==> config.mk <==
export PLATFORM = sky130hd
export DESIGN_NAME = websocket_frame_deframer_core
export DESIGN_NICKNAME = d
export VERILOG_FILES = /design/src/sv/wsd_pkg.sv /design/src/sv/wsd_parser.sv /design/src/sv/wsd_out_reg.sv /design/src/sv/websocket_frame_deframer_core.sv
export SDC_FILE = /design/constraint.sdc
export NUM_CORES = 1
export LEC_CHECK = 0
export BUFFER_PORTS_ARGS = -buffer_cell sky130_fd_sc_hd__buf_2
export CORE_UTILIZATION = 56
export DETAILED_ROUTE_END_ITERATION = 7
export PLACE_DENSITY_LB_ADDON = 0.2
export SYNTH_ARGS = -nofsm -noshare
export SYNTH_HDL_FRONTEND = slang
export SYNTH_SLANG_ARGS = --single-unit
export TNS_END_PERCENT = 30
==> constraint.sdc <==
create_clock -name clk -period 2.82 [get_ports clk]
set_input_delay 0.141 -clock clk [delete_from_list [all_inputs] [get_ports clk]]
set_output_delay 0.141 -clock clk [all_outputs]
set_load 0.02 [all_outputs]
==> src/sv/wsd_pkg.sv <==
// Shared types and constants for the WebSocket frame deframer.
// Used by the parser, the result register and the top level; no dependencies.
package wsd_pkg;

  // Parse phases, one-hot coded.
  typedef enum logic [4:0] {
    PH_HDR1   = 5'b00001,
    PH_HDR2   = 5'b00010,
    PH_EXTLEN = 5'b00100,
    PH_KEY    = 5'b01000,
    PH_DATA   = 5'b10000
  } phase_t;

  // Short-length codes that announce an extended length field.
  localparam logic [6:0] LEN_EXT16 = 7'd126;
  localparam logic [6:0] LEN_EXT64 = 7'd127;

  // Byte counts of the extended length fields and of the masking key.
  localparam logic [3:0] EXT16_BYTES = 4'd2;
  localparam logic [3:0] EXT64_BYTES = 4'd8;
  localparam logic [3:0] KEY_BYTES   = 4'd4;

  // One result beat.
  typedef struct packed {
    logic [7:0] payload_byte;
    logic       has_data;
    logic       frame_fin;
    logic [3:0] frame_opcode;
    logic       end_of_frame;
  } result_t;

endpackage

==> src/sv/wsd_parser.sv <==
// Header parser, length and key collection, and payload unmasking.
// Depends on wsd_pkg for the phase type, length codes and result type.
module wsd_parser (
  input  logic               clk,
  input  logic               rst,
  input  logic               fire,
  input  logic [7:0]         rx_byte,
  input  logic               buffer_start,
  output logic               res_load,
  output wsd_pkg::result_t   res
);

  wsd_pkg::phase_t phase, phase_next;
  logic        fin_flag, fin_flag_next;
  logic [3:0]  opcode_reg, opcode_reg_next;
  logic        mask_present, mask_present_next;
  logic [3:0]  field_bytes_left, field_bytes_left_next;
  logic [63:0] payload_left, payload_left_next;
  logic [31:0] key_word, key_word_next;
  logic [1:0]  key_index, key_index_next;

  wsd_pkg::phase_t eff_phase;
  logic [6:0]  len7;
  logic [63:0] len_shifted;
  logic [3:0]  count_dec;
  logic [7:0]  key_byte;

  // A forced start overrides whatever frame is in progress.
  assign eff_phase   = buffer_start ? wsd_pkg::PH_HDR1 : phase;
  assign len7        = rx_byte[6:0];
  assign len_shifted = {payload_left[55:0], rx_byte};
  assign count_dec   = field_bytes_left - 4'd1;

  // Key byte for the current payload position; the first key byte is the top byte.
  always_comb begin
    case (key_index)
      2'd0:    key_byte = key_word[31:24];
      2'd1:    key_byte = key_word[23:16];
      2'd2:    key_byte = key_word[15:8];
      default: key_byte = key_word[7:0];
    endcase
  end

  // Next-state and result logic for one byte.
  always_comb begin
    phase_next            = eff_phase;
    fin_flag_next         = fin_flag;
    opcode_reg_next       = opcode_reg;
    mask_present_next     = mask_present;
    field_bytes_left_next = field_bytes_left;
    payload_left_next     = payload_left;
    key_word_next         = key_word;
    key_index_next        = key_index;
    res_load              = 1'b0;
    res.payload_byte      = 8'd0;
    res.has_data          = 1'b0;
    res.frame_fin         = fin_flag;
    res.frame_opcode      = opcode_reg;
    res.end_of_frame      = 1'b1;

    unique case (eff_phase)
      wsd_pkg::PH_HDR1: begin
        fin_flag_next         = rx_byte[7];
        opcode_reg_next       = rx_byte[3:0];
        mask_present_next     = 1'b0;
        field_bytes_left_next = 4'd0;
        payload_left_next     = 64'd0;
        key_word_next         = 32'd0;
        key_index_next        = 2'd0;
        phase_next            = wsd_pkg::PH_HDR2;
      end
      wsd_pkg::PH_HDR2: begin
        mask_present_next = rx_byte[7];
        if (len7 == wsd_pkg::LEN_EXT16 || len7 == wsd_pkg::LEN_EXT64) begin
          payload_left_next     = 64'd0;
          field_bytes_left_next = (len7 == wsd_pkg::LEN_EXT16) ?
                                  wsd_pkg::EXT16_BYTES : wsd_pkg::EXT64_BYTES;
          phase_next            = wsd_pkg::PH_EXTLEN;
        end else begin
          payload_left_next = {57'd0, len7};
          if (rx_byte[7]) begin
            field_bytes_left_next = wsd_pkg::KEY_BYTES;
            phase_next            = wsd_pkg::PH_KEY;
          end else if (len7 == 7'd0) begin
            phase_next = wsd_pkg::PH_HDR1;
            res_load   = 1'b1;
          end else begin
            phase_next = wsd_pkg::PH_DATA;
          end
        end
      end
      wsd_pkg::PH_EXTLEN: begin
        payload_left_next     = len_shifted;
        field_bytes_left_next = count_dec;
        if (count_dec == 4'd0) begin
          if (mask_present) begin
            field_bytes_left_next = wsd_pkg::KEY_BYTES;
            phase_next            = wsd_pkg::PH_KEY;
          end else if (len_shifted == 64'd0) begin
            phase_next = wsd_pkg::PH_HDR1;
            res_load   = 1'b1;
          end else begin
            phase_next = wsd_pkg::PH_DATA;
          end
        end
      end
      wsd_pkg::PH_KEY: begin
        key_word_next         = {key_word[23:0], rx_byte};
        field_bytes_left_next = count_dec;
        if (count_dec == 4'd0) begin
          if (payload_left == 64'd0) begin
            phase_next = wsd_pkg::PH_HDR1;
            res_load   = 1'b1;
          end else begin
            phase_next = wsd_pkg::PH_DATA;
          end
        end
      end
      wsd_pkg::PH_DATA: begin
        res_load          = 1'b1;
        res.has_data      = 1'b1;
        res.payload_byte  = mask_present ? (rx_byte ^ key_byte) : rx_byte;
        res.end_of_frame  = (payload_left == 64'd1);
        key_index_next    = key_index + 2'd1;
        payload_left_next = payload_left - 64'd1;
        if (payload_left == 64'd1) begin
          phase_next = wsd_pkg::PH_HDR1;
        end
      end
      default: begin
        phase_next = wsd_pkg::PH_HDR1;
      end
    endcase
  end

  // Parser state advances only when a byte is processed.
  always_ff @(posedge clk) begin
    if (rst) begin
      phase            <= wsd_pkg::PH_HDR1;
      fin_flag         <= 1'b0;
      opcode_reg       <= 4'd0;
      mask_present     <= 1'b0;
      field_bytes_left <= 4'd0;
      payload_left     <= 64'd0;
      key_word         <= 32'd0;
      key_index        <= 2'd0;
    end else if (fire) begin
      phase            <= phase_next;
      fin_flag         <= fin_flag_next;
      opcode_reg       <= opcode_reg_next;
      mask_present     <= mask_present_next;
      field_bytes_left <= field_bytes_left_next;
      payload_left     <= payload_left_next;
      key_word         <= key_word_next;
      key_index        <= key_index_next;
    end
  end

endmodule

==> src/sv/wsd_out_reg.sv <==
// Result register holding one beat for the downstream channel.
// Depends on wsd_pkg for the result type.
module wsd_out_reg (
  input  logic               clk,
  input  logic               rst,
  input  logic               load,
  input  wsd_pkg::result_t   din,
  output logic               free,
  input  logic               res_ready,
  output logic               res_valid,
  output wsd_pkg::result_t   dout
);

  // The register can take a new beat when empty or when its beat leaves now.
  assign free = !res_valid || res_ready;

  // Valid flag.
  always_ff @(posedge clk) begin
    if (rst) begin
      res_valid <= 1'b0;
    end else if (free) begin
      res_valid <= load;
    end
  end

  // Payload holds while stalled.
  always_ff @(posedge clk) begin
    if (free && load) begin
      dout <= din;
    end
  end

endmodule

==> src/sv/websocket_frame_deframer_core.sv <==
// WebSocket receive-side frame deframer: input register, parser and result register.
// Depends on wsd_pkg, wsd_parser and wsd_out_reg.
//
// Usage:
//   Received bytes enter on the rx channel (rx_valid/rx_ready) with rx_byte and
//   buffer_start; buffer_start forces the byte to be taken as a first header byte.
//   Each beat gives zero or one result beat on the res channel (res_valid/res_ready):
//   an unmasked payload byte, or an empty-frame marker with has_data low.
//   Header, extended length and masking key bytes give no result, except the byte
//   that completes the header of an empty frame.
//   A result passes from the input register through the parser logic into the
//   result register, from which it leaves on the res channel.
//   Throughput: one byte per cycle while rx_ready is high, limited by the single
//   parser pass per cycle. When the receiver stalls, the result register holds its
//   beat; one more byte waits in the input register, and rx_ready drops only if
//   that byte would produce a result while the result register is still occupied.
//   Synchronous reset clears both registers and returns the parser to expect a
//   first header byte.
module websocket_frame_deframer_core (
  input  logic       clk,
  input  logic       rst,
  input  logic       rx_valid,
  output logic       rx_ready,
  input  logic [7:0] rx_byte,
  input  logic       buffer_start,
  output logic       res_valid,
  input  logic       res_ready,
  output logic [7:0] payload_byte,
  output logic       has_data,
  output logic       frame_fin,
  output logic [3:0] frame_opcode,
  output logic       end_of_frame
);

  logic             stg_valid;
  logic [7:0]       stg_byte;
  logic             stg_start;
  logic             stg_fire;
  logic             res_load;
  logic             out_free;
  wsd_pkg::result_t res_next;
  wsd_pkg::result_t res_q;

  // The staged byte is processed unless its result would find the register full.
  assign stg_fire = stg_valid && (!res_load || out_free);
  assign rx_ready = !stg_valid || stg_fire;

  // Input register.
  always_ff @(posedge clk) begin
    if (rst) begin
      stg_valid <= 1'b0;
    end else if (rx_ready) begin
      stg_valid <= rx_valid;
    end
  end

  always_ff @(posedge clk) begin
    if (rx_ready && rx_valid) begin
      stg_byte  <= rx_byte;
      stg_start <= buffer_start;
    end
  end

  wsd_parser u_parser (
    .clk          (clk),
    .rst          (rst),
    .fire         (stg_fire),
    .rx_byte      (stg_byte),
    .buffer_start (stg_start),
    .res_load     (res_load),
    .res          (res_next)
  );

  wsd_out_reg u_out_reg (
    .clk       (clk),
    .rst       (rst),
    .load      (stg_fire && res_load),
    .din       (res_next),
    .free      (out_free),
    .res_ready (res_ready),
    .res_valid (res_valid),
    .dout      (res_q)
  );

  // Result fields.
  assign payload_byte = res_q.payload_byte;
  assign has_data     = res_q.has_data;
  assign frame_fin    = res_q.frame_fin;
  assign frame_opcode = res_q.frame_opcode;
  assign end_of_frame = res_q.end_of_frame;

endmodule
== Word level (Yosys, flattened, before mapping) ==
Index checks and enable logic that the tools add are counted.

* Shift-type cells: 0
* Muxes and demuxes: 34
* Divide/modulo/power cells: 0
* Eq/ne operators: 11
* Add/sub/neg operators: 3
* $lt $le $gt $ge: 0
* Multipliers: 0
* Reductions and logical operators: 27
* Bitwise logic cells: 1

{| class="wikitable"
|+ Operators with widths
! operator !! number
|-
| $pmux W64 S4 || 1
|-
| $logic_not A64 Y1 || 2
|-
| $eq A64 B1 Y1 const B || 1
|-
| $pmux W32 S2 || 1
|-
| $sub A64 B1 Y64 const B || 1
|-
| $mux W5 || 10
|-
| $pmux W5 S5 || 1
|-
| $pmux W8 S3 || 1
|-
| $mux W4 || 5
|-
| $pmux W4 S4 || 1
|-
| $eq A7 B7 Y1 const B || 2
|-
| $reduce_and A2 Y1 || 5
|-
| $mux W1 || 9
|-
| $mux W8 || 1
|-
| $reduce_bool A4 Y1 || 2
|-
| $xor A8 B8 Y8 || 1
|-
| $logic_not A7 Y1 || 1
|-
| $mux W7 || 1
|-
| $reduce_bool A2 Y1 || 3
|-
| $eq A5 B1 Y1 const B || 1
|-
| $eq A5 B2 Y1 const B || 1
|-
| $eq A5 B3 Y1 const B || 1
|-
| $eq A5 B4 Y1 const B || 1
|-
| $eq A5 B5 Y1 const B || 1
|-
| 14 further kinds || 22
|}

* Bits in latches: 0
* Memories: 0
* Register bits after elaboration: 139
* Logic and storage cells: 93
* Memory bits (read-only): 0
* Output and inout port bits: 17
* Bits in writable memories: 0

== Depth between registers and ports, before layout ==
* Depth after elaboration: 10
* Mapped depth: 11
* Gate-level depth less buffers: 9

== Cells and area by module ==
A second synthesis with hierarchy kept.

* Cell total of the unflattened synthesis: 900
* Area, all modules: 7488.4 µm²

{| class="wikitable"
|+ Modules (own cells, without submodules)
! module !! area each (µm²) !! sequential area each (µm²) !! cells an instance !! times used
|-
| wsd_parser || 6632.6 || 2262.2 || 863 || 1
|-
| wsd_out_reg || 505.5 || 470.5 || 20 || 1
|-
| websocket_frame_deframer_core || 350.3 || 290.3 || 17 || 1
|}

== Worst setup path before layout ==
Ideal clock, no wire load.

* Path kind: register to register
* Start point: reg u_parser.phase[1]
* End point: reg u_out_reg.dout[0] (netlist name) (enable)
* Stages on the path, launching flop included: 10
* Buffers on the path: 3
* Path slack: -0.211 ns
* Library setup time: 0.388 ns
* Data arrival time: 2.643 ns
* Period minus slack after synthesis: 3.031 ns
* Required time: 2.432 ns
* Cells stage by stage: dfxtp_1 -> clkbuf_1 -> nor4_1 -> nand3_1 -> mux2i_1 -> nor4_4 -> o21a_1 -> buf_2 -> buf_2 -> nor2_1

* Cells in the longest elaborated chain, start to end: 8
* Elaborated cells between the ends (all ways): 11
* Classes of those cells: eq/ne: 4; mux: 2; reduce/logical: 5

{| class="wikitable"
|+ Ends and longest elaborated chain
! item !! RTL line !! RTL
|-
| from (decl) || wsd_parser.sv:13 || <nowiki>wsd_pkg::phase_t phase, phase_next;</nowiki>
|-
| from (signal assigned) || wsd_parser.sv:139 || <nowiki>phase <= wsd_pkg::PH_HDR1;</nowiki>
|-
| from (signal assigned) || wsd_parser.sv:148 || <nowiki>phase <= phase_next;</nowiki>
|-
| $mux W5 * || wsd_parser.sv:29 || <nowiki>assign eff_phase = buffer_start ? wsd_pkg::PH_HDR1 : phase;</nowiki>
|-
| $eq A5 B5 Y1 (tied with other cells) || wsd_parser.sv:61 || <nowiki>unique case (eff_phase)</nowiki>
|-
| $pmux W1 S4 * || wsd_parser.sv:61 ||
|-
| $logic_not A1 Y1 || websocket_frame_deframer_core.sv:45 || <nowiki>assign stg_fire = stg_valid && (!res_load || out_free);</nowiki>
|-
| $logic_or A1 B1 Y1 || websocket_frame_deframer_core.sv:45 ||
|-
| $logic_and A1 B1 Y1 || websocket_frame_deframer_core.sv:45 ||
|-
| $logic_and A1 B1 Y1 * || websocket_frame_deframer_core.sv:77 || <nowiki>.load (stg_fire && res_load),</nowiki>
|-
| $logic_and A1 B1 Y1 * || wsd_out_reg.sv:28 || <nowiki>if (free && load) begin</nowiki>
|-
| to (signal assigned) || wsd_out_reg.sv:29 || <nowiki>dout <= din;</nowiki>
|-
| to (decl) || wsd_out_reg.sv:11 || <nowiki>output wsd_pkg::result_t dout</nowiki>
|}

Every way passes the cells marked *; elsewhere a longest branch is shown, timed or not.
A chain may end at the register's enable or synchronous reset.

== Final worst setup path ==
* Start point: reg u_parser.payload_left[26]
* End point: reg u_parser.payload_left[46]

* Cells in the longest elaborated chain, start to end: 9
* Elaborated cells between the ends (all ways): 14
* Classes of those cells: add/sub: 1; mux: 7; reduce/logical: 6

{| class="wikitable"
|+ Ends and longest elaborated chain
! item !! RTL line !! RTL
|-
| from (decl) || wsd_parser.sv:18 || <nowiki>logic [63:0] payload_left, payload_left_next;</nowiki>
|-
| from (signal assigned) || wsd_parser.sv:153 || <nowiki>payload_left <= payload_left_next;</nowiki>
|-
| branches (longest 9 deep; another with $sub A64 B1 Y64) || -- ||
|}

Several ways; the timed one is not identified.

==> impl_metrics.csv <==
group,metric,value,unit
synth,synth.yosys.seq_area_share,0.401,
worst_setup_path,crit_arrival,3.21,ns
floorplanning,start_util,0.571,
global_route,use_met1,0.455,
synth,synth_top_family_by_area,"compound AO/OA/AOI/OAI gates",
worst_setup_path,worst_setup_path_start_kind,"flop",
synth,syn_nets,912,
place,post-place-ws,-0.278,ns
cts,cts_tree,"done",
global_route,grt_pass1_vias,8203,
detailed_routing,vias_per_cell,7.04,
detailed_routing,finalWirelength,27500,µm
finish,seq_area,3030,µm²
worst_setup_path,crit_path_max_fanout,9,
place,gp_congestion,0.965,
detailed_routing,ant_nets,0,
run_status,violations,"negative setup slack",
cts,clk_latency,0.45,ns
pwr,power.switching,0.00166,W
floorplanning,io_pins,30,
detailed_routing,first_pass_iters,7,
finish,area_growth,31.7,%
cts,cts.clk_slew.worst_paths,0.06,ns
finish,layout.nets,1059,
worst_setup_path,crit_path_cell_trace,"or4_4, or3_4, buf_6, or4_4, nor3_4, buf_4, a21oi_1, o311ai_1, o21ai_1",
pwr,p_sw_frac,0.304,
cts,cts-buffers-inserted,17,
finish,post-route-util,0.752,
synth,synth_top_area_share,0.306,
run_status,outcome,"finished, violations left",
sta,period_share,1.02,
synth,synthArstFlopShare,0,
sta,relSlewSlack,0.492,
synth,yosys.area.top_type,"dfxtp_1",
pwr,cellPowerDensity,549,nW/µm²
place,dp_hpwl,17500,µm
synth,ys_ff_latch,139,
floorplanning,dieHeight,118,µm
detailed_routing,drt-wirelength-per-cell,22.4,µm
sta,period_needed,2.88,ns
global_route,grt_remaining_overflow,0,
pwr,pwr-share-seq,0.384,
finish,multi_input_area,4330,µm²
finish,layout_common_cells,"140 x buf_4, 113 x dfxtp_1, 76 x nand2_1",
sta,finalHoldViolCount,0,
pwr,vdd_drop_max,374,µV
worst_setup_path,slowest_stage,"or4_4",
sta,rsz0062_at_grt,"true",
pwr,pwr-share-clk,0.429,
finish,largest_reg_flops,64,
synth,avgSynthCellArea,8.46,µm²
pwr,finalPower,0.00545,W
sta,worstMarginPinSlew,0.762,ns
synth,syn_inst,890,
cts,cts_buffer_depth,2,
sta,clock.fmax,347,MHz
cts,cts_root_buf,"clkbuf_16",
global_route,grt_pass1_wl,41800,µm
min_path,hold_class,"in2reg",
synth,synthSimpleGateAreaFrac,0.222,
synth,yosys.area_share.adder,0.0149,
synth,syn_area,7530,µm²
synth,yosysUniqueCellTypes,66,
finish,drive_above_1_share,0.261,
worst_setup_path,crit_path_max_incr_delay,0.59,ns
finish,fillers,931,
pwr,power.leakage,3.83,nW
cts,cts.sink_count,139,
synth,synth_mux_area_frac,0.00133,
synth,ys.flop_type,"dfxtp_1",
finish,reg.largest.list,"u_parser.payload_left: 64 flops, u_parser.key_word: 32 flops, u_out_reg.dout: 15 flops",
global_route,grt.busiest_layer,"met2",
run,cap_violations,0,
sta,final_max_slew_viol_count,0,
global_route,grtUsageTotal,0.381,
worst_setup_path,cp.required,3.15,ns
floorplanning,core,13200,µm²
global_route,grt_max_degree,54,
sta,fin_ws,-0.0588,ns
detailed_routing,remaining_drc_errors,0,
pwr,combPwrFrac,0.188,
detailed_routing,drtIter0Drc,1369,
worst_setup_path,reg2reg_setup_slack,-0.06,ns
sta,setup_viol,17,
place,numPortBuffers,29,
worst_setup_path,cpMostUsedCell,"or4_4",
global_route,gr-usage-met3,0.0916,
global_route,antenna_found_initial,0,
finish,regMostFlops,"u_parser.payload_left",
detailed_routing,vias,8631,
synth,synth_compound_area_frac,0.287,
synth,ys_warn_count,0,
pwr,internal_power,0.00379,W
worst_setup_path,path_class,"reg2reg",
synth,synthXorXnorAreaFrac,0.0221,
sta,clock_skew,0.00942,ns
synth,synth_edf_count,24,
global_route,use_met2,0.610,
floorplanning,die_x,118,µm
cts,cts_htree_levels,4,
floorplanning,die_area,13900,µm²
finish,final_common_cell,"buf_4",
worst_setup_path,endpoint_kind,"flop",
floorplanning,rows,42,
synth,synthTopCellsByArea,"dfxtp_1 31%, edfxtp_1 9.6%, a22o_1 4.2%, nand2_1 3.8%, nor2_1 3.5%",
finish,antennaDiodeCount,0,
[cell families after synthesis]
kind of cell / after synthesis
compound gates: 304
xor+xnor: 19
fa+ha+maj: 9
buf+inv: 96
flops: 139
mux: 1
simple gates: 322
[metrics by stage]
step	TNS [ns]	std cells	cell area [µm²]	hold slack [ns]
floorplan	-4.76	890	7530	0.240
global placement	-7.10	1167	8790	0.318
detailed placement	-14.90	1167	8790	0.320
CTS	-0.0104	1213	9590	0.0999
global route	-6.81	1226	9920	0.147
finish	-0.252	1226	9920	0.127
[cells in the mapped netlist (all sizes together) (14+ instances only)]
| master | instances |
|---|---|
| dfxtp | 115 |
| nand2 | 77 |
| nor2 | 71 |
| o21ai | 60 |
| a21oi | 50 |
| clkbuf | 48 |
| nor3 | 47 |
| a22o | 36 |
| a22oi | 28 |
| a32o | 26 |
| inv | 26 |
| edfxtp | 24 |
| nor4 | 24 |
| buf | 22 |
| nand3 | 21 |
| o22ai | 20 |
| or4 | 20 |
| xor2 | 14 |
[power groups by stage]
| stage | registers, W | logic (W) | clock network (W) |
|---|---|---|---|
| 2_1_floorplan | 0.00213 | 0.000509 | 0 |
| 3_3_place_gp | 0.00213 | 0.000839 | 0 |
| 3_5_place_dp | 0.00213 | 0.000858 | 0 |
| 4_1_cts | 0.00208 | 0.000897 | 0.00234 |
| 5_1_grt | 0.00209 | 0.00108 | 0.00242 |
| 6_report | 0.00209 | 0.00102 | 0.00234 |
[timing repair]
action                                  4_1_cts  5_1_grt
endpoints found under the hold margin        10        0
buffers inserted                              4        9
pin swaps                                     1       61
hold buffers                                 10        0
gates resized for setup                      11       38
endpoints found under the setup margin       99      115
cloned                                        0        4
[layout make-up]
class                   instances  share of cell area
clock buffers                  18              0.0454
well taps                     176              0.0222
multi-input cells             655               0.436
repair buffers                198               0.165
inverters                      26             0.00983
clock inverters                14              0.0163
flip-flops and latches        139               0.305
[metal layers]
layer | part of all wire | wire length (µm)
met2 | 0.47 | 13000
met4 | 0.053 | 1450
met1 | 0.36 | 9960
met5 | 0 | 0
met3 | 0.11 | 3120
[final timing paths]
kind	from	endpoint	depth (start not counted)
worst max-delay path	u_parser.payload_left[26]	u_parser.payload_left[46]	9
worst min-delay path	res_ready	u_out_reg.res_valid	3
worst max register to register	u_parser.payload_left[26]	u_parser.payload_left[46]	9
worst min register to register	u_parser.opcode_reg[3]	u_out_reg.dout[4]	0
[worst max-delay path: cells and delay by family (launching register included)]
kind	cells	cell delay [ns]
AO/OA/AOI/OAI	3	0.39
buffers and inverters	2	0.30
flip-flops	1	0.32
AND/OR/NAND/NOR	4	1.75
(Power assumes the default switching activity.)
